File: src/hw/rtl/mer_pkg.sv
// shared types and constants of the midpoint ellipse rasterizer
`default_nettype none

package mer_pkg;

  // input item operation codes
  typedef enum logic {
    OP_START = 1'b0,
    OP_STEP  = 1'b1
  } op_e;

  // operand pairs of the shared multiplier
  typedef enum logic [2:0] {
    MUL_AA,
    MUL_BB,
    MUL_ASQ_B,
    MUL_XX,
    MUL_YM,
    MUL_BSQ_TMP,
    MUL_ASQ_TMP,
    MUL_ASQ_BSQ
  } mul_sel_e;

  localparam int unsigned PIX_PER_STEP = 4;
  localparam logic [1:0]  LAST_PIX     = 2'(PIX_PER_STEP - 1);

  typedef struct packed {
    logic       start_load;
    mul_sel_e   mul_sel;
    logic       su_asq;
    logic       su_bsq;
    logic       su_fin;
    logic       xx_save;
    logic       tmp_load;
    logic       acc_load;
    logic       acc_add;
    logic       r2_fin;
    logic       adv1;
    logic       adv2;
    logic       emit_pix;
    logic       emit_done;
    logic [1:0] pix_idx;
  } dp_cmd_t;

  typedef struct packed {
    logic slope_lt;
    logic pos_y_nz;
    logic out_free;
  } dp_sts_t;

endpackage

`default_nettype wire

File: src/hw/rtl/mer_dpath.sv
// datapath of the midpoint ellipse rasterizer: walk registers, shared multiplier, output register
`default_nettype none

module mer_dpath #(
  parameter int unsigned AXIS_BITS  = 10,
  parameter int unsigned COORD_BITS = 12
) (
  input  wire logic                         clk_i,
  input  wire logic                         rst_ni,
  input  wire mer_pkg::dp_cmd_t             cmd_i,
  output mer_pkg::dp_sts_t                  sts_o,
  input  wire logic signed [COORD_BITS-1:0] center_x_i,
  input  wire logic signed [COORD_BITS-1:0] center_y_i,
  input  wire logic        [AXIS_BITS-1:0]  semi_a_i,
  input  wire logic        [AXIS_BITS-1:0]  semi_b_i,
  input  wire logic                         out_stall_i,
  output logic                              out_valid_o,
  output logic signed [COORD_BITS:0]        pixel_x_o,
  output logic signed [COORD_BITS:0]        pixel_y_o,
  output logic                              last_of_group_o,
  output logic                              done_res_o
);
  import mer_pkg::*;

  localparam int unsigned DW = (4 * AXIS_BITS + 4 > 64) ? 64 : 4 * AXIS_BITS + 4;
  localparam int unsigned SQ = 2 * AXIS_BITS;
  localparam int unsigned PW = AXIS_BITS + 2;
  localparam int unsigned OW = 2 * AXIS_BITS + 4;
  localparam int unsigned PX = COORD_BITS + 1;
  localparam int unsigned EW = (PW > PX) ? PW : PX;

  logic        [AXIS_BITS-1:0]  a_q, a_d;
  logic signed [COORD_BITS-1:0] mid_x_q, mid_x_d, mid_y_q, mid_y_d;
  logic signed [PW-1:0]         pos_x_q, pos_x_d, pos_y_q, pos_y_d, ym;
  logic        [SQ-1:0]         asq_q, asq_d, bsq_q, bsq_d;
  logic        [DW-1:0]         slope_x_q, slope_x_d, slope_y_q, slope_y_d;
  logic        [DW-1:0]         dec_q, dec_d, tmp_q, tmp_d, acc_q, acc_d, prod_q;
  logic        [DW-1:0]         asq_w, bsq_w, sx_n, sy_n, su_sum, r2_sum;
  logic signed [OW-1:0]         mop_a, mop_b;
  logic signed [2*OW-1:0]       mprod;
  logic signed [EW-1:0]         mx_e, my_e, px_e, py_e, pix_x_e, pix_y_e;
  logic                         out_valid_q;
  logic signed [PX-1:0]         pix_x_q, pix_y_q;
  logic                         last_q, done_q;

  // sum plus a quarter fraction, truncated toward zero
  function automatic logic [DW-1:0] trunc_q(input logic [DW-1:0] s, input logic [1:0] r);
    return (s[DW-1] && (r != 2'b00)) ? s + DW'(1) : s;
  endfunction

  assign asq_w  = DW'(asq_q);
  assign bsq_w  = DW'(bsq_q);
  assign ym     = pos_y_q - PW'(1);
  assign su_sum = bsq_w - prod_q + (asq_w >> 2);
  assign r2_sum = acc_q - prod_q + (bsq_w >> 2);
  assign sx_n   = slope_x_q + (bsq_w << 1);
  assign sy_n   = slope_y_q - (asq_w << 1);

  // shared multiplier operand selection
  always_comb begin
    case (cmd_i.mul_sel)
      MUL_AA: begin
        mop_a = OW'(a_q);
        mop_b = OW'(a_q);
      end
      MUL_BB: begin
        mop_a = OW'(pos_y_q);
        mop_b = OW'(pos_y_q);
      end
      MUL_ASQ_B: begin
        mop_a = OW'(asq_q);
        mop_b = OW'(pos_y_q);
      end
      MUL_XX: begin
        mop_a = OW'(pos_x_q);
        mop_b = OW'(pos_x_q);
      end
      MUL_YM: begin
        mop_a = OW'(ym);
        mop_b = OW'(ym);
      end
      MUL_BSQ_TMP: begin
        mop_a = OW'(bsq_q);
        mop_b = tmp_q[OW-1:0];
      end
      MUL_ASQ_TMP: begin
        mop_a = OW'(asq_q);
        mop_b = tmp_q[OW-1:0];
      end
      MUL_ASQ_BSQ: begin
        mop_a = OW'(asq_q);
        mop_b = OW'(bsq_q);
      end
      default: begin
        mop_a = '0;
        mop_b = '0;
      end
    endcase
  end

  assign mprod = mop_a * mop_b;

  always_comb begin
    a_d       = a_q;
    mid_x_d   = mid_x_q;
    mid_y_d   = mid_y_q;
    pos_x_d   = pos_x_q;
    pos_y_d   = pos_y_q;
    asq_d     = asq_q;
    bsq_d     = bsq_q;
    slope_x_d = slope_x_q;
    slope_y_d = slope_y_q;
    dec_d     = dec_q;
    tmp_d     = tmp_q;
    acc_d     = acc_q;
    if (cmd_i.start_load) begin
      a_d       = semi_a_i;
      mid_x_d   = center_x_i;
      mid_y_d   = center_y_i;
      pos_x_d   = '0;
      pos_y_d   = PW'(semi_b_i);
      slope_x_d = '0;
    end
    if (cmd_i.su_asq) asq_d = prod_q[SQ-1:0];
    if (cmd_i.su_bsq) bsq_d = prod_q[SQ-1:0];
    if (cmd_i.su_fin) begin
      slope_y_d = prod_q << 1;
      dec_d     = trunc_q(su_sum, asq_q[1:0]);
    end
    if (cmd_i.xx_save)  tmp_d = prod_q + DW'(pos_x_q);
    if (cmd_i.tmp_load) tmp_d = prod_q;
    if (cmd_i.acc_load) acc_d = prod_q;
    if (cmd_i.acc_add)  acc_d = acc_q + prod_q;
    if (cmd_i.r2_fin)   dec_d = trunc_q(r2_sum, bsq_q[1:0]);
    if (cmd_i.adv1) begin
      pos_x_d   = pos_x_q + PW'(1);
      slope_x_d = sx_n;
      if (dec_q[DW-1]) begin
        dec_d = dec_q + sx_n + bsq_w;
      end else begin
        pos_y_d   = pos_y_q - PW'(1);
        slope_y_d = sy_n;
        dec_d     = dec_q + sx_n + bsq_w - sy_n;
      end
    end
    if (cmd_i.adv2) begin
      pos_y_d   = pos_y_q - PW'(1);
      slope_y_d = sy_n;
      if (!dec_q[DW-1]) begin
        dec_d = dec_q + asq_w - sy_n;
      end else begin
        pos_x_d   = pos_x_q + PW'(1);
        slope_x_d = sx_n;
        dec_d     = dec_q + sx_n - sy_n + asq_w;
      end
    end
  end

  // symmetric pixel of the current point
  assign mx_e = EW'(mid_x_q);
  assign my_e = EW'(mid_y_q);
  assign px_e = EW'(pos_x_q);
  assign py_e = EW'(pos_y_q);

  always_comb begin
    case (cmd_i.pix_idx)
      2'd0: begin
        pix_x_e = mx_e + px_e;
        pix_y_e = my_e - py_e;
      end
      2'd1: begin
        pix_x_e = mx_e - px_e;
        pix_y_e = my_e + py_e;
      end
      2'd2: begin
        pix_x_e = mx_e + px_e;
        pix_y_e = my_e + py_e;
      end
      default: begin
        pix_x_e = mx_e - px_e;
        pix_y_e = my_e - py_e;
      end
    endcase
  end

  always_ff @(posedge clk_i) begin
    a_q       <= a_d;
    mid_x_q   <= mid_x_d;
    mid_y_q   <= mid_y_d;
    pos_x_q   <= pos_x_d;
    pos_y_q   <= pos_y_d;
    asq_q     <= asq_d;
    bsq_q     <= bsq_d;
    slope_x_q <= slope_x_d;
    slope_y_q <= slope_y_d;
    dec_q     <= dec_d;
    tmp_q     <= tmp_d;
    acc_q     <= acc_d;
    prod_q    <= mprod[DW-1:0];
    if (cmd_i.emit_pix) begin
      pix_x_q <= pix_x_e[PX-1:0];
      pix_y_q <= pix_y_e[PX-1:0];
      last_q  <= (cmd_i.pix_idx == LAST_PIX);
      done_q  <= 1'b0;
    end else if (cmd_i.emit_done) begin
      pix_x_q <= '0;
      pix_y_q <= '0;
      last_q  <= 1'b1;
      done_q  <= 1'b1;
    end
  end

  always_ff @(posedge clk_i or negedge rst_ni) begin
    if (!rst_ni) begin
      out_valid_q <= 1'b0;
    end else if (cmd_i.emit_pix || cmd_i.emit_done) begin
      out_valid_q <= 1'b1;
    end else if (!out_stall_i) begin
      out_valid_q <= 1'b0;
    end
  end

  assign sts_o.slope_lt = (slope_x_q < slope_y_q);
  assign sts_o.pos_y_nz = (pos_y_q != '0);
  assign sts_o.out_free = !out_valid_q || !out_stall_i;

  assign out_valid_o     = out_valid_q;
  assign pixel_x_o       = pix_x_q;
  assign pixel_y_o       = pix_y_q;
  assign last_of_group_o = last_q;
  assign done_res_o      = done_q;

endmodule

`default_nettype wire

File: config.mk
export PLATFORM = sky130hd
export DESIGN_NAME = mer_dpath
export DESIGN_NICKNAME = d
export VERILOG_FILES = /design/src/hw/rtl/mer_pkg.sv /design/src/hw/rtl/mer_dpath.sv
export SDC_FILE = /design/constraint.sdc
export NUM_CORES = 2
export LEC_CHECK = 0
export BUFFER_PORTS_ARGS = -buffer_cell sky130_fd_sc_hd__buf_4
export CORE_ASPECT_RATIO = 0.7
export CORE_MARGIN = 2
export CORE_UTILIZATION = 35
export DETAILED_ROUTE_END_ITERATION = 10
export GPL_ROUTABILITY_DRIVEN = 1
export GPL_TIMING_DRIVEN = 0
export SETUP_SLACK_MARGIN = 0.05
export SKIP_CTS_REPAIR_TIMING = 1
export SYNTH_ARGS = -nofsm -noshare
export SYNTH_HDL_FRONTEND = slang
export SYNTH_SLANG_ARGS = --single-unit
File: constraint.sdc
create_clock -name clk_i -period 20.3 [get_ports clk_i]
set_input_delay 1.015 -clock clk_i [delete_from_list [all_inputs] [get_ports clk_i]]
set_output_delay 1.015 -clock clk_i [all_outputs]
set_load 0.005 [all_outputs]
Word level (Yosys, flattened, before mapping)
Index checks and enable logic that the tools add are counted.

storage, ports and cells
  register bits after elaboration = 371
  input bits = 65
  output and inout bits = 32
  word-level logic and storage cells = 113

operators by class
  add/sub/neg operators = 23
  multiply operators = 1
  magnitude comparators = 1
  eq/ne operators = 11
  mux-type cells = 39
  reduce and logical (&&, ||, !) cells = 20

operators by type and width
  cell                     number
  $mux W44                 18
  $pmux W24 S6             2
  $sub A44 B44 Y44         4
  $add A44 B20 Y44         3
  $mux W12                 8
  $add A44 B1 Y44 const B  2
  $add A44 B18 Y44         2
  $add A44 B44 Y44         2
  $mux W13                 5
  $mux W24                 2
  $add A44 B21 Y44         1
  $lt A44 B44 Y1           1
  $mul A24 B24 Y44         1
  $sub A20 B44 Y44         1
  $sub A44 B21 Y44         1
  $add A12 B12 Y13         2
  $sub A12 B12 Y13         2
  $add A24 B24 Y24         1
  $add A12 B2 Y12 const B  1
  $eq A3 B3 Y1 const B     4
  $reduce_bool A12 Y1      1
  $sub A12 B2 Y12 const B  1
  $reduce_bool A2 Y1       5
  $reduce_or A2 Y1         4
  13 further kinds         21

Logic depth before layout (Yosys ltp)
  depth in word-level cells = 8
  depth in mapped cells = 42
  depth with buffers taken out = 42

Worst setup path before layout
Ideal clock, no wire load.

  path kind = register -> register
  start = register pos_y_q[2]
  end = register prod_q[42]
  arrival = 10155 ps
  required time = 20177 ps
  path slack = 10022 ps
  cell stages (with the launch flop) = 37
  path buffers = 2
  period minus slack after synthesis = 10278 ps
  cell sequence = dfxtp_1 -> clkbuf_1 -> or3_1 -> nor3_1 -> nand3_1 -> or3_1 -> nor3_1 -> xnor2_1 -> o22a_1 -> clkinv_1 -> clkbuf_1 -> a221oi_1 -> nor2_1 -> fa_1 -> inv_1 -> fa_1 -> inv_1 -> fa_1 -> fa_1 -> fa_1 -> fa_1 -> inv_1 -> fa_1 -> inv_1 -> ha_1 -> a21oi_1 -> nor2b_1 -> or4_1 -> o21ai_0 -> o31a_1 -> nor2b_1 -> o41ai_1 -> o21ai_0 -> or4_1 -> a31oi_1 -> o21ai_1 -> xor2_1

on the way
  cells in the longest elaborated chain, start to end = 3

ends and longest elaborated chain
  element                 line              text
  start, declared         mer_dpath.sv:34   logic signed [PW-1:0] pos_x_q, pos_x_d, pos_y_q, pos_y_d, ym;
  start signal, assigned  mer_dpath.sv:191  pos_y_q <= pos_y_d;
  $sub A12 B2 Y12         mer_dpath.sv:53   assign ym = pos_y_q - PW'(1);
  $pmux W24 S6            mer_dpath.sv:61   case (cmd_i.mul_sel)
  $mul A24 B24 Y44 (*)    mer_dpath.sv:101  assign mprod = mop_a * mop_b;
  named net mprod[42]     mer_dpath.sv:40   logic signed [2*OW-1:0] mprod;
  end signal, assigned    mer_dpath.sv:199  prod_q <= mprod[DW-1:0];
  end, declared           mer_dpath.sv:37   logic [DW-1:0] dec_q, dec_d, tmp_q, tmp_d, acc_q, acc_d, prod_q;

Mark *: on every way through the listed nets, which the timed path passes. The rest lies on a longest branch.
A chain may end at the register's enable or synchronous reset.

Final worst setup path
Ends and elaborated chain as after synthesis.

==> summary.md <==
| Metric | Value |
|---|---|
| Status | complete, but fails checks |
| Violations in the final reports | capacitance limit, slew limit |
| Startpoint types | register |
| Crit path DAT | 15,010 ps |
| Clk_lat worst skew | about 680 ps |
| Max-Cap Viols | 2 |
| Final slew viol count | 7 |
| # nets final | between 9,000 and 10,000 |
| Cells after Synth | about 7,500 |
| RSZ-0062 raised after global routing | no |
| Ys async rst share | 0.270% |
| Port bufs | slightly above 90 |
| Syn Std Cell Area | about 63,000 um^2 |
| Most used cell along the critical path | fa_1 |
| Yosys top cell area share | approximately 20% |
| Worst Path Required | slightly above 20,000 ps |
| Worst r2r src | pos_y_q[2]$_DFF_P_ |
| Area grow syn2layout | 8.72% |
| Residual DRC count | 0 |
| DRT antenna net count | 0 |
| #FFs+latches synth | between 300 and 400 |
| Multi-input logic area | roughly 48,000 um^2 |
| DIE WIDTH | 510 um |
| Crit path from | pos_y_q[2]$_DFF_P_ |
| Syn_area_per_cell | between 8 and 9 um^2 |
| DPL Wire Length | between 200,000 and 250,000 um |
| First-pass GRT wire length | 373,000 um |
| DRT Pass-1 Iters | 6 |
| Worst r2r path cells | 37 |
| Final Hold Viols | 0 |
| Via count | about 60,000 |
| Post-Route Skew | 76.8 ps |
| Clock Sinks | ~370 |
| Initial antenna violation count | 15 |
| Initial Util | between 30 and 40% |
| Layout Utilization | between 30% and 40% |
| Post-synth EDFFs | roughly 220 |
| Root buf cell | clkbuf_16 |
| CTS tree | done |
| Core area | 177,000 um^2 |
| Hold slack final | about 140 ps |
| IO Count | 97 |
| Vias/cell | 5.81 |
| Synth cell types | 120 |
| Sequential area share after synthesis | 15.3% |
| Largest net degree at the start of global routing | 45 |
| WL/cell | ~26 um |
| Clock-pin slew of the registers on the worst-case setup and hold paths | roughly 60 ps |
| GRT Resource Usage Total | between 20 and 30% |
| Final Cycle Share | 71.5% |
| Worst Hold Class | input pin to asynchronous set/reset pin |
| Setup violators final | 0 |
| FILL cells | 18,053 |
| Crit end category | register |
| Seq. cell area | between 9000 and 10,000 um^2 |
| Highest clock rate | between 60 and 70 MHz |
| Top_reg_cell synth | edfxtp_1 |
| Crit path kind | register to register |
| Slowest-stage cell, CP | a221oi_1 |
| H-tree Lvls | 2 |
| Post-Synthesis Net Count | between 8,000 and 9,000 |
| Yosys top cell by area | fa_1 |
| Rows | between 100 and 150 |
| Drt initial violations | slightly above 8,000 |
| TNS Setup | 0 ps |
| Vias in the first global route | about 54,000 |
| Overflow after GRT | 0 |
| Number of synthesis warnings | 0 |
| Layout cells sized above 1 | approximately 4.6% |
| Top post-synthesis cells by area | fa_1 (20%), ha_1 (13%), edfxtp_1 (10%) |
| Slew HR | -3.38% |
| CTS buffer count | 47 |
| Bufs on Longest Clock Path | 3 |
| Slew @ Worst Pin | 1540 ps |
| Slowest stage delay, CP | 950 ps |
| Die height | ~360 um |
| Die area | approximately 180,000 um^2 |
| Min cycle time layout | 14,520 ps |
| WL final | about 260,000 um |
| Worst-path maximum fanout | 10 |
| Final GP Congestion | 1.02 |
[critical path, delay by kind of cell (launching register included)]
kind / cells / cell delay, ps
adder cells (fa/ha/maj): 8 / 3610
flip-flops: 1 / 290
AO/OA/AOI/OAI: 9 / 4720
buffers and inverters: 8 / 1880
AND/OR/NAND/NOR: 10 / 2960
XOR/XNOR: 2 / 880
[Yosys cell counts, types with 52 or more instances]
cell type and number:
a21o_1 191, o21a_1 74, edfxtp_1 215, o21ai_0 365
nor3_1 131, dfxtp_1 155, and3_1 55, o21bai_1 75
nand2_1 710, nor2_1 620, nand2b_1 91, o31ai_1 52
a21oi_1 526, ha_1 643, nand3_1 144, xnor2_1 383
nor2b_1 70, nand4_1 54, xor2_1 162, inv_1 1011
a211oi_1 90, and2_1 80, clkbuf_1 208, o211ai_1 56
fa_1 618
[layer usage]
metal	track usage, %	routed length [um]	vias up
li1	-	-	26128
met4	6.94	7080	6
met1	44.0	121000	28681
met3	9.53	39100	299
met2	34.6	93000	3485
met5	0	39	-
[path summary, 6_finish.rpt]
check                      slack [ps]                 endpoint
max                              5780       prod_q[42]$_DFF_P_
min                               140  out_valid_o$_DFFE_PN0P_
max reg2reg                      5780       prod_q[42]$_DFF_P_
min reg2reg                       490  done_res_o$_SDFFE_PP0P_
max in group asynchronous       20080  out_valid_o$_DFFE_PN0P_
min in group clk_i                490  done_res_o$_SDFFE_PP0P_
[cell families after synthesis]
logic type / after synthesis / synth area share, %
muxes: 63 / 1.08
xor gates and xnor gates: 545 / 7.61
adders and majority gates: 1261 / 32.6
buffers and inverters: 1262 / 7.71
and+or+nand+nor: 2180 / 16.4
DFF: 371 / 15.3
AOI/OAI and AO/OA: 1839 / 19.3
[registers in the layout, indices dropped and copies added, names as in the netlist, 12 cells and up]
register,count
mid_y_q,12
slope_x_q,44
dec_q,44
pixel_y_o,13
pos_x_q,12
pos_y_q,12
asq_q,20
slope_y_q,44
pixel_x_o,13
tmp_q,24
mid_x_q,12
acc_q,44
prod_q,44
bsq_q,20
[final cells by class]
cell class | count | area share, %
Clock buffer | 63 | 1.92
Timing Repair Buffer | 112 | 1.24
Multi-Input combinational cell | 5888 | 70.9
Antenna cell | 7 | 0.0257
Sequential cell | 371 | 14.1
Clock inverter | 25 | 0.398
Tap cell | 2358 | 4.33
Buffer | 244 | 1.49
Inverter | 1018 | 5.61
[stage by stage]
stage               cell area (um^2)  cells  worst slack [ps]
detailed placement             66500   9988              6220
floorplan                      62700   7521             10020
global placement               66300   9971              5930
global route                   68200  10082              5320
finish                         68200  10086              5780
CTS                            68100  10076              6130
[placed cells by master (no fill, tap or decap), types with 74 or more instances in the layout]
cell type | Yosys | routed
xnor2_1 | 383 | 383
fa_1 | 618 | 618
ha_1 | 643 | 643
a21o_1 | 191 | 191
a21oi_1 | 526 | 524
o21bai_1 | 75 | 75
dfxtp_1 | 155 | 155
a211oi_1 | 90 | 90
edfxtp_1 | 215 | 215
o21a_1 | 74 | 74
nand2_1 | 710 | 710
and2_1 | 80 | 80
nor3_1 | 131 | 131
nand3_1 | 144 | 144
nor2_1 | 620 | 620
xor2_1 | 162 | 162
buf_4 | 7 | 108
inv_1 | 1011 | 1011
clkbuf_1 | 208 | 219
nand2b_1 | 91 | 91
o21ai_0 | 365 | 364
Power is left out: the tool's default activity adds up to more than one toggle a clock period on the data nets, which glitch-free logic cannot reach.
