`src/hw/rtl/mer_pkg.sv`:
```
// shared types and constants of the midpoint ellipse rasterizer
`default_nettype none

package mer_pkg;

  // input item operation codes
  typedef enum logic {
    OP_START = 1'b0,
    OP_STEP  = 1'b1
  } op_e;

  // operand pairs of the shared multiplier
  typedef enum logic [2:0] {
    MUL_AA,
    MUL_BB,
    MUL_ASQ_B,
    MUL_XX,
    MUL_YM,
    MUL_BSQ_TMP,
    MUL_ASQ_TMP,
    MUL_ASQ_BSQ
  } mul_sel_e;

  localparam int unsigned PIX_PER_STEP = 4;
  localparam logic [1:0]  LAST_PIX     = 2'(PIX_PER_STEP - 1);

  typedef struct packed {
    logic       start_load;
    mul_sel_e   mul_sel;
    logic       su_asq;
    logic       su_bsq;
    logic       su_fin;
    logic       xx_save;
    logic       tmp_load;
    logic       acc_load;
    logic       acc_add;
    logic       r2_fin;
    logic       adv1;
    logic       adv2;
    logic       emit_pix;
    logic       emit_done;
    logic [1:0] pix_idx;
  } dp_cmd_t;

  typedef struct packed {
    logic slope_lt;
    logic pos_y_nz;
    logic out_free;
  } dp_sts_t;

endpackage

`default_nettype wire

```
`src/hw/rtl/mer_ctrl.sv`:
```
// controller state machine of the midpoint ellipse rasterizer
`default_nettype none

module mer_ctrl (
  input  wire logic            clk_i,
  input  wire logic            rst_ni,
  input  wire logic            in_valid_i,
  input  wire logic            op_i,
  output logic                 in_stall_o,
  input  wire mer_pkg::dp_sts_t sts_i,
  output mer_pkg::dp_cmd_t     cmd_o
);
  import mer_pkg::*;

  typedef enum logic [3:0] {
    ST_IDLE,
    ST_SU1,
    ST_SU2,
    ST_SU3,
    ST_SU4,
    ST_EMIT,
    ST_ADV1,
    ST_ADV2,
    ST_L1,
    ST_L2,
    ST_L3,
    ST_L4,
    ST_L5,
    ST_L6,
    ST_DONE
  } state_e;

  typedef enum logic [1:0] {
    PH_IDLE,
    PH_R1,
    PH_R2
  } phase_e;

  state_e     state_q;
  phase_e     phase_q;
  logic [1:0] k_q;
  logic       emit_r1_q;
  logic       in_acc;

  assign in_stall_o = (state_q != ST_IDLE);
  assign in_acc     = in_valid_i && !in_stall_o;

  always_comb begin
    cmd_o         = '0;
    cmd_o.mul_sel = MUL_AA;
    cmd_o.pix_idx = k_q;
    case (state_q)
      ST_IDLE: cmd_o.start_load = in_acc && (op_i == OP_START);
      ST_SU1:  cmd_o.mul_sel = MUL_AA;
      ST_SU2: begin
        cmd_o.mul_sel = MUL_BB;
        cmd_o.su_asq  = 1'b1;
      end
      ST_SU3: begin
        cmd_o.mul_sel = MUL_ASQ_B;
        cmd_o.su_bsq  = 1'b1;
      end
      ST_SU4:  cmd_o.su_fin = 1'b1;
      ST_EMIT: cmd_o.emit_pix = sts_i.out_free;
      ST_ADV1: cmd_o.adv1 = 1'b1;
      ST_ADV2: cmd_o.adv2 = 1'b1;
      ST_L1:   cmd_o.mul_sel = MUL_XX;
      ST_L2: begin
        cmd_o.mul_sel = MUL_YM;
        cmd_o.xx_save = 1'b1;
      end
      ST_L3: begin
        cmd_o.mul_sel  = MUL_BSQ_TMP;
        cmd_o.tmp_load = 1'b1;
      end
      ST_L4: begin
        cmd_o.mul_sel  = MUL_ASQ_TMP;
        cmd_o.acc_load = 1'b1;
      end
      ST_L5: begin
        cmd_o.mul_sel = MUL_ASQ_BSQ;
        cmd_o.acc_add = 1'b1;
      end
      ST_L6:   cmd_o.r2_fin = 1'b1;
      ST_DONE: cmd_o.emit_done = sts_i.out_free;
      default: cmd_o.mul_sel = MUL_AA;
    endcase
  end

  always_ff @(posedge clk_i or negedge rst_ni) begin
    if (!rst_ni) begin
      state_q   <= ST_IDLE;
      phase_q   <= PH_IDLE;
      k_q       <= '0;
      emit_r1_q <= 1'b0;
    end else begin
      case (state_q)
        ST_IDLE: begin
          if (in_acc) begin
            k_q <= '0;
            if (op_i == OP_START) begin
              state_q <= ST_SU1;
            end else if (phase_q == PH_R1) begin
              emit_r1_q <= 1'b1;
              state_q   <= ST_EMIT;
            end else if (phase_q == PH_R2 && sts_i.pos_y_nz) begin
              state_q <= ST_ADV2;
            end else begin
              state_q <= ST_DONE;
            end
          end
        end
        ST_SU1: state_q <= ST_SU2;
        ST_SU2: state_q <= ST_SU3;
        ST_SU3: state_q <= ST_SU4;
        ST_SU4: begin
          phase_q <= PH_R1;
          state_q <= ST_IDLE;
        end
        ST_EMIT: begin
          if (sts_i.out_free) begin
            k_q <= k_q + 2'd1;
            if (k_q == LAST_PIX) begin
              if (!emit_r1_q) begin
                state_q <= ST_IDLE;
              end else if (sts_i.slope_lt) begin
                state_q <= ST_ADV1;
              end else begin
                phase_q <= PH_R2;
                state_q <= ST_L1;
              end
            end
          end
        end
        ST_ADV1: state_q <= ST_IDLE;
        ST_ADV2: begin
          emit_r1_q <= 1'b0;
          k_q       <= '0;
          state_q   <= ST_EMIT;
        end
        ST_L1: state_q <= ST_L2;
        ST_L2: state_q <= ST_L3;
        ST_L3: state_q <= ST_L4;
        ST_L4: state_q <= ST_L5;
        ST_L5: state_q <= ST_L6;
        ST_L6: state_q <= ST_IDLE;
        ST_DONE: begin
          if (sts_i.out_free) begin
            phase_q <= PH_IDLE;
            state_q <= ST_IDLE;
          end
        end
        default: state_q <= ST_IDLE;
      endcase
    end
  end

endmodule

`default_nettype wire

```
`config.mk`:
```
export PLATFORM = sky130hd
export DESIGN_NAME = mer_ctrl
export DESIGN_NICKNAME = d
export VERILOG_FILES = /design/src/hw/rtl/mer_pkg.sv /design/src/hw/rtl/mer_ctrl.sv
export SDC_FILE = /design/constraint.sdc
export NUM_CORES = 1
export LEC_CHECK = 0
export BUFFER_PORTS_ARGS = -buffer_cell sky130_fd_sc_hd__buf_2
export CAP_MARGIN = 30
export CORE_UTILIZATION = 47
export CTS_BUF_LIST = sky130_fd_sc_hd__clkbuf_2 sky130_fd_sc_hd__clkbuf_4 sky130_fd_sc_hd__clkbuf_8
export CTS_CLUSTER_DIAMETER = 150
export DETAILED_ROUTE_END_ITERATION = 8
export PLACE_DENSITY = 0.89
export SETUP_SLACK_MARGIN = 0.05
export SYNTH_ARGS = -nofsm -noshare
export SYNTH_HDL_FRONTEND = slang
export SYNTH_SLANG_ARGS = --single-unit
```
`constraint.sdc`:
```
create_clock -name clk_i -period 1.4 [get_ports clk_i]
set_clock_uncertainty 0.05 [all_clocks]
set_input_delay 0.07 -clock clk_i [delete_from_list [all_inputs] [get_ports clk_i]]
set_output_delay 0.07 -clock clk_i [all_outputs]
set_load 0.005 [all_outputs]
```
==> results of run 1 <==
==> stage by stage <==
step                      cells  hold WS [ns]  instance area (um2)  setup WS, ns  util (%)
after floorplan              99       -0.2756                832.0     -0.004400         -
after global placement      164       -0.1218                 1149      -0.04996     73.68
after detailed placement    164       -0.1169                 1149      -0.09856     73.68
after CTS                   184        0.1042                 1469       -0.1297     94.22
==> timing repair <==
| action | CTS |
|---|---|
| pin swaps | 12 |
| hold buffers | 1 |
| gates resized for setup | 47 |
| endpoints found under the setup margin | 26 |
| hold endpoints to repair | 9 |
| setup buffers | 15 |
==> logic make-up after synthesis <==
group | after synthesis | synth area share [%]
flip-flops | 9 | 27.82
adder cells (fa/ha/maj) | 1 | 1.545
multiplexers | 1 | 1.391
buffers and inverters | 12 | 8.963
XOR/XNOR | 1 | 1.082
AND/OR/NAND/NOR | 48 | 33.23
AO/OA/AOI/OAI | 27 | 25.97
==> impl_metrics.ini, run 1 <==
[cts]
cts_buffers = 3
clk_path_buf_depth = 2
root_buffer = clkbuf_4
clock-sinks = 9
htree_num_levels = 1

[placed_design]
dp.final_hpwl_um = 1974
io_buffers = 25
place_congestion = 0.9274

[die]
rows = 14
die_h_um = 43.50
pin_count = 26
start_util_pct = 51.93
fp.dieW_um = 43.50

[global_routing]
grt_max_degree = 10

[yosys]
ys_seq_area_share_pct = 27.82
synthesis.area_um2 = 809.5
synth_area_leaders = dfrtp_1 28%, nor3_1 6.2%, nor2_1 4.6%, o211ai_2 4.6%, nand2_1 3.2%
synth_cell_type_count = 43
ys_top_cells_by_count = 10 x nor2_1, 10 x nor3_1, 9 x dfrtp_1
synth_edf_count = 0
ys_warn_count = 0
syn-num-nets = 107
async_flop_share_pct = 100.0
synth.avg_cell_area_um2 = 8.177
syn-instance-count = 99
synth_top_area_share_pct = 27.82
synth-seq-cells = 9
synth-main-ff-cell = dfrtp_1
synth_top_area_cell = dfrtp_1

[status]
toolErrorMsg = [ERROR DPL-0038] Utilization greater than 100%, impossible to legalize
status = aborted with a tool error
haltStage = 5_1_grt

[timing]
crit_endpoint = cmd_o[15]
endpoint_type = output port
==> inputs of run 2 (changes only) <==
==> config.mk (replaced) <==
export PLATFORM = sky130hd
export DESIGN_NAME = mer_ctrl
export DESIGN_NICKNAME = d
export VERILOG_FILES = /design/src/hw/rtl/mer_pkg.sv /design/src/hw/rtl/mer_ctrl.sv
export SDC_FILE = /design/constraint.sdc
export NUM_CORES = 1
export LEC_CHECK = 0
export BUFFER_PORTS_ARGS = -buffer_cell sky130_fd_sc_hd__buf_2
export CAP_MARGIN = 30
export CORE_AREA = 2 2 63 65
export DETAILED_ROUTE_END_ITERATION = 8
export DIE_AREA = 0 0 65 67
export PLACE_DENSITY_LB_ADDON = 0.15
export SYNTH_ARGS = -nofsm -noshare
export SYNTH_HDL_FRONTEND = slang
export SYNTH_SLANG_ARGS = --single-unit
==> constraint.sdc (replaced) <==
create_clock -name clk_i -period 1.8 [get_ports clk_i]
set_clock_uncertainty 0.05 [all_clocks]
set_input_delay 0.09 -clock clk_i [delete_from_list [all_inputs] [get_ports clk_i]]
set_output_delay 0.09 -clock clk_i [all_outputs]
set_load 0.005 [all_outputs]
==> run 2 against run 1 <==
  * The flow now finishes without violations
  * Synthesized cell count unchanged
  * Area after synthesis did not move
==> impl_metrics.ini, run 2 <==
[power_and_ir_drop]
power_density_nw_per_um2 = 1532
ir_drop_uv = 454.0
leakagePower_uw = 0.0005196

[yosys]
synth-simple-area-share_pct = 33.23
ys_seq_area_share_pct = 27.82
syn-num-nets = 107
syn-instance-count = 99
synth_top_area_share_pct = 27.82
synth_compound_area_share_pct = 25.97
synth.area.mux_share_pct = 1.391
ys_warn_count = 0
ys_top_cells_by_count = 10 x nor2_1, 10 x nor3_1, 9 x dfrtp_1
synth_cell_type_count = 43
synthesis.area_um2 = 809.5
synth_top_family_by_area = simple AND/OR/NAND/NOR gates
synth_xor_xnor_area_share_pct = 1.082
synth_fa_ha_area_share_pct = 1.546
synth-seq-cells = 9
async_flop_share_pct = 100.0
synth_area_leaders = dfrtp_1 28%, nor3_1 6.2%, nor2_1 4.6%, o211ai_2 4.6%, nand2_1 3.2%
synth_top_area_cell = dfrtp_1
synth_edf_count = 0
synth-main-ff-cell = dfrtp_1
synth.avg_cell_area_um2 = 8.177

[timing]
max_freq_mhz = 578.9
layout_min_cycle_time_ns = 1.728
worst_slack_ns = 0.07250
holdWs_ns = 0.1779
period_share_pct = 95.97
max_slew_margin_pct = 73.21
setup_viol = 0
final.setup.tns_ns = 0
slew_viol_final = 0
tightestPinTransition_ns = 0.4019
rsz0062_at_grt = true
final_hold_viol_count = 0

[layout]
final_common_cell = buf_2
regMostFlops = state_q
reg_top3 = state_q x4, k_q x2, phase_q x2
area_growth_syn_to_layout_pct = 33.54
n_antenna_cell = 0
fillers = 404
layout_common_cells = 25 x buf_2, 10 x nor2_1, 9 x nor3_1, 9 x buf_4
largest_register_ffs = 4
nets = 141
drive_gt1_share_pct = 40.15

[die]
dieArea_um2 = 4355
core_area_um2 = 3606
pin_count = 26
die_h_um = 67
fp.dieW_um = 65
rows = 22
start_util_pct = 22.45

[setup_path]
crit_fanout = 12
crit_family = flip-flops
cp_num_buf_inv = 2
crit_path_end_kind = primary output
critPathSlowestCell = dfrtp_1
path_class = reg -> out
crit_chain = buf_4 > or3b_4 > o21ai_0 > buf_2
arrival_ns = 1.59
r2r_slack_ns = 0.16
critPathRequiredTime_ns = 1.66
cp_slowest_stage_delay_ns = 0.51
startpoint_type = flop

[global_routing]
grt_pass1_vias = 839
grtUsageTotal_pct = 12.26
grt_pass1_wl_um = 4050
grt_max_degree = 16
gr-total-overflow = 0
antenna_found_initial = 0

[routing]
drt_iter0_drc = 23
vias = 852
ant_nets = 0
drtPass1Iterations = 4
drc = 0
viasPerCell = 4.733
drt-total-wl_um = 2483
wl_per_cell_um = 13.79

[run]
maxCapViolations = 0

[cts]
clk_path_buf_depth = 2
root_buffer = clkbuf_8
clk_pin_slew_ns = 0.04
cts_buffers = 3
cts_tree = yes
cts_setup_buffers = 0
clock-sinks = 9
htree_num_levels = 1
worst_skew_pair.late_latency_ns = 0.23

[placed_design]
place_congestion = 0.7518
post-place-ws_ns = 0.06253
dp.final_hpwl_um = 2028
io_buffers = 25

[status]
status = complete, no violations

[min_path]
hold_class = in -> reg
## run 2: cell counts after synthesis
No cell type changed its count.
## run 2: metal layers
metal	GRT usage, %	wire, um	vias up
met5	0	0	-
met4	5.585	39	0
met3	1.182	115	4
met2	20.10	1073	21
met1	16.19	1255	397
li1	-	-	430
## run 2: worst register-to-register path, cell delays in order, from the launching register on
cell and delay (ns):
dfrtp_1 0.51, buf_4 0.23, or3b_4 0.39, o211ai_2 0.09
nand2_2 0.10, o21ai_1 0.20
## run 2: path summary, 6_finish.rpt
kind / from / endpoint / cells past startpoint
max: state_q[1] / cmd_o[15] / 4
min: sts_i[0] / state_q[3] / 3
max reg2reg: state_q[1] / state_q[1] / 5
min reg2reg: k_q[1] / k_q[1] / 1
max in group asynchronous: rst_ni / state_q[0] / 2
min in group asynchronous: rst_ni / state_q[3] / 2
## run 2: logic make-up after synthesis
family / count (synthesis)
AOI/OAI and AO/OA: 27
xor gates and xnor gates: 1
adders and majority gates: 1
and+or+nand+nor: 48
buffers and inverters: 12
DFF: 9
muxes: 1
## run 2: stage by stage
stage	std cells	cell area [um2]	utilization (%)	total power (uW)
4_1_cts	180	1069	29.63	1658
2_1_floorplan	99	809.5	-	1079
5_1_grt	180	1081	29.98	1805
6_report	180	1081	29.98	1656
3_5_place_dp	175	1012	28.07	1414
3_3_place_gp	175	1012	28.07	1417
## run 2: repair_timing
action	CTS	global route
hold endpoints to repair	9	0
endpoints found under the setup margin	1	4
hold buffers	1	0
resized for setup	1	3
## run 2: final cells by class
type                    count  area (um2)  area share, %
inverters                   6       22.52          2.083
repair buffers             35       202.7          18.75
multi-input cells          78       523.0          48.38
well taps                  48       60.06          5.556
clock buffers               4       45.04          4.167
flip-flops and latches      9       227.7          21.06
## run 2: where the power goes
part | leakage [uW] | internal, uW | switching, uW | total [uW]
Clock | 0.0000228 | 154 | 78.3 | 232
Sequential | 0.000113 | 284 | 163 | 446
Combinational | 0.000384 | 461 | 516 | 977
Total | 0.000520 | 899 | 757 | 1660
(Power assumes the default switching activity.)
==> inputs of run 3 (changes only) <==
--- a/config.mk
+++ b/config.mk
@@ -8,9 +8,11 @@
 export BUFFER_PORTS_ARGS = -buffer_cell sky130_fd_sc_hd__buf_2
 export CAP_MARGIN = 30
 export CORE_AREA = 2 2 63 65
+export CTS_BUF_LIST = sky130_fd_sc_hd__clkbuf_8
 export DETAILED_ROUTE_END_ITERATION = 8
 export DIE_AREA = 0 0 65 67
 export PLACE_DENSITY_LB_ADDON = 0.15
+export REMOVE_ABC_BUFFERS = 1
 export SYNTH_ARGS = -nofsm -noshare
 export SYNTH_HDL_FRONTEND = slang
 export SYNTH_SLANG_ARGS = --single-unit
==> run 3 against run 2 <==
  * Hold slack got worse by 0.023 ns
  * Final area is 2.9% higher
  * Combinational power hardly changed
  * Via count rose by 3.2%
  * Sequential share of layout area fell by 0.48 points
  * Utilization increased by 0.87 points
  * Critical path depth up 1
  * Critical path type unchanged
  * Count of clock-buffer cells in the layout down 1
  * Global-route usage decreased by 0.22 points
==> impl_metrics.ini, run 3 (synthesized netlist as in run 2, its figures left out) <==
[layout]
regMostFlops = state_q
n_antenna_cell = 0
largest_register_ffs = 4
reg_top3 = state_q x4, k_q x2, phase_q x2
drive_gt1_share_pct = 42.96
layout_common_cells = 25 x buf_2, 12 x buf_4, 10 x nor2_1
area_growth_syn_to_layout_pct = 37.40
final_common_cell = buf_2
nets = 144
final_area_um2 = 1112

[cts]
clk_path_buf_depth = 2
worst_skew_pair.late_latency_ns = 0.23
htree_num_levels = 1
clock-sinks = 9
cts_tree = yes
root_buffer = clkbuf_8
cts_buffers = 3
clk_pin_slew_ns = 0.04

[setup_path]
arrival_ns = 1.61
crit_path_end_kind = primary output
crit_fanout = 9
path_class = reg -> out
critPathRequiredTime_ns = 1.66
startpoint_type = flop

[timing]
final_hold_viol_count = 0
tightestPinTransition_ns = 0.4542
setup_viol = 0
holdWs_ns = 0.1546
final.setup.tns_ns = 0
rsz0062_at_grt = false
max_freq_mhz = 569.9
period_share_pct = 97.49
max_slew_margin_pct = 69.72
slew_viol_final = 0
worst_slack_ns = 0.04519
layout_min_cycle_time_ns = 1.755

[power_and_ir_drop]
power_density_nw_per_um2 = 1527
leakagePower_uw = 0.0005406
ir_drop_uv = 451.2
finalPower_uw = 1699

[die]
pin_count = 26
core_area_um2 = 3606
die_h_um = 67
start_util_pct = 22.45
rows = 22
dieArea_um2 = 4355
fp.dieW_um = 65

[routing]
drt_iter0_drc = 27
drc = 0
vias = 879
drt-total-wl_um = 2512
wl_per_cell_um = 13.73
drtPass1Iterations = 4
viasPerCell = 4.803
ant_nets = 0

[placed_design]
dp.final_hpwl_um = 2011
io_buffers = 25
post-place-ws_ns = 0.1100
place_congestion = 0.8821
dpl-instance-area_um2 = 1027

[global_routing]
antenna_found_initial = 0
grtUsageTotal_pct = 12.04
grt_max_degree = 15
use_met3_pct = 3.041
grt_pass1_vias = 809
met2_usage_pct = 19.20
grt_pass1_wl_um = 3981
gr-total-overflow = 0
met1_usage_pct = 15.59
grt-busiest-layer = met2

[status]
status = complete, no violations

[run]
maxCapViolations = 0

[min_path]
hold_class = in -> reg
run 3: through the flow:
step	utilization, %	cells
5_1_grt	30.85	183
3_3_place_gp	28.49	177
3_5_place_dp	28.49	177
6_report	30.85	183
4_1_cts	30.19	182
2_1_floorplan	-	93
run 3: final timing paths:
path,to,startpoint,cells past startpoint,slack [ns]
min reg2reg,k_q[1],k_q[1],1,0.48
max reg2reg,k_q[0],state_q[1],4,0.14
max in group asynchronous,state_q[2],rst_ni,2,1.32
max,cmd_o[3],state_q[3],5,0.05
min,state_q[3],sts_i[0],3,0.15
min in group asynchronous,phase_q[0],rst_ni,2,0.19
run 3: worst max-delay path, stage by stage (launching register included):
cell     delay, ns
dfrtp_2       0.47
buf_4         0.19
inv_1         0.15
nand2_4       0.11
nor3_4        0.28
buf_2         0.17
run 3: power by group:
group          total [uW]  switching [uW]  leakage (uW)  internal, uW
Combinational        1010             523      0.000402           487
Sequential            461             177      0.000112           285
Clock                 226            78.1     0.0000269           148
run 3: cell type report:
type | count | area (um2)
Fill cell | 401 | 2494
Multi-Input combinational cell | 78 | 530.5
Sequential cell | 9 | 229.0
Timing Repair Buffer | 38 | 225.2
Tap cell | 48 | 60.06
Clock buffer | 3 | 41.29
Inverter | 6 | 22.52
Clock inverter | 1 | 3.754
run 3: repair_timing:
| action | CTS | global route |
|---|---|---|
| resized for setup | 1 | 6 |
| endpoints found under the hold margin | 9 | 0 |
| hold buffers | 1 | 0 |
| setup buffers | 0 | 1 |
| pin swaps | 0 | 1 |
| setup endpoints to repair | 2 | 6 |
run 3: routing by layer:
| layer | share of wire [%] | wire, um | vias to the layer above |
|---|---|---|---|
| li1 | - | - | 436 |
| met1 | 46 | 1157 | 416 |
| met2 | 46 | 1159 | 23 |
| met3 | 6.3 | 157 | 4 |
| met4 | 1.5 | 38 | 0 |
| met5 | 0 | 0 | - |
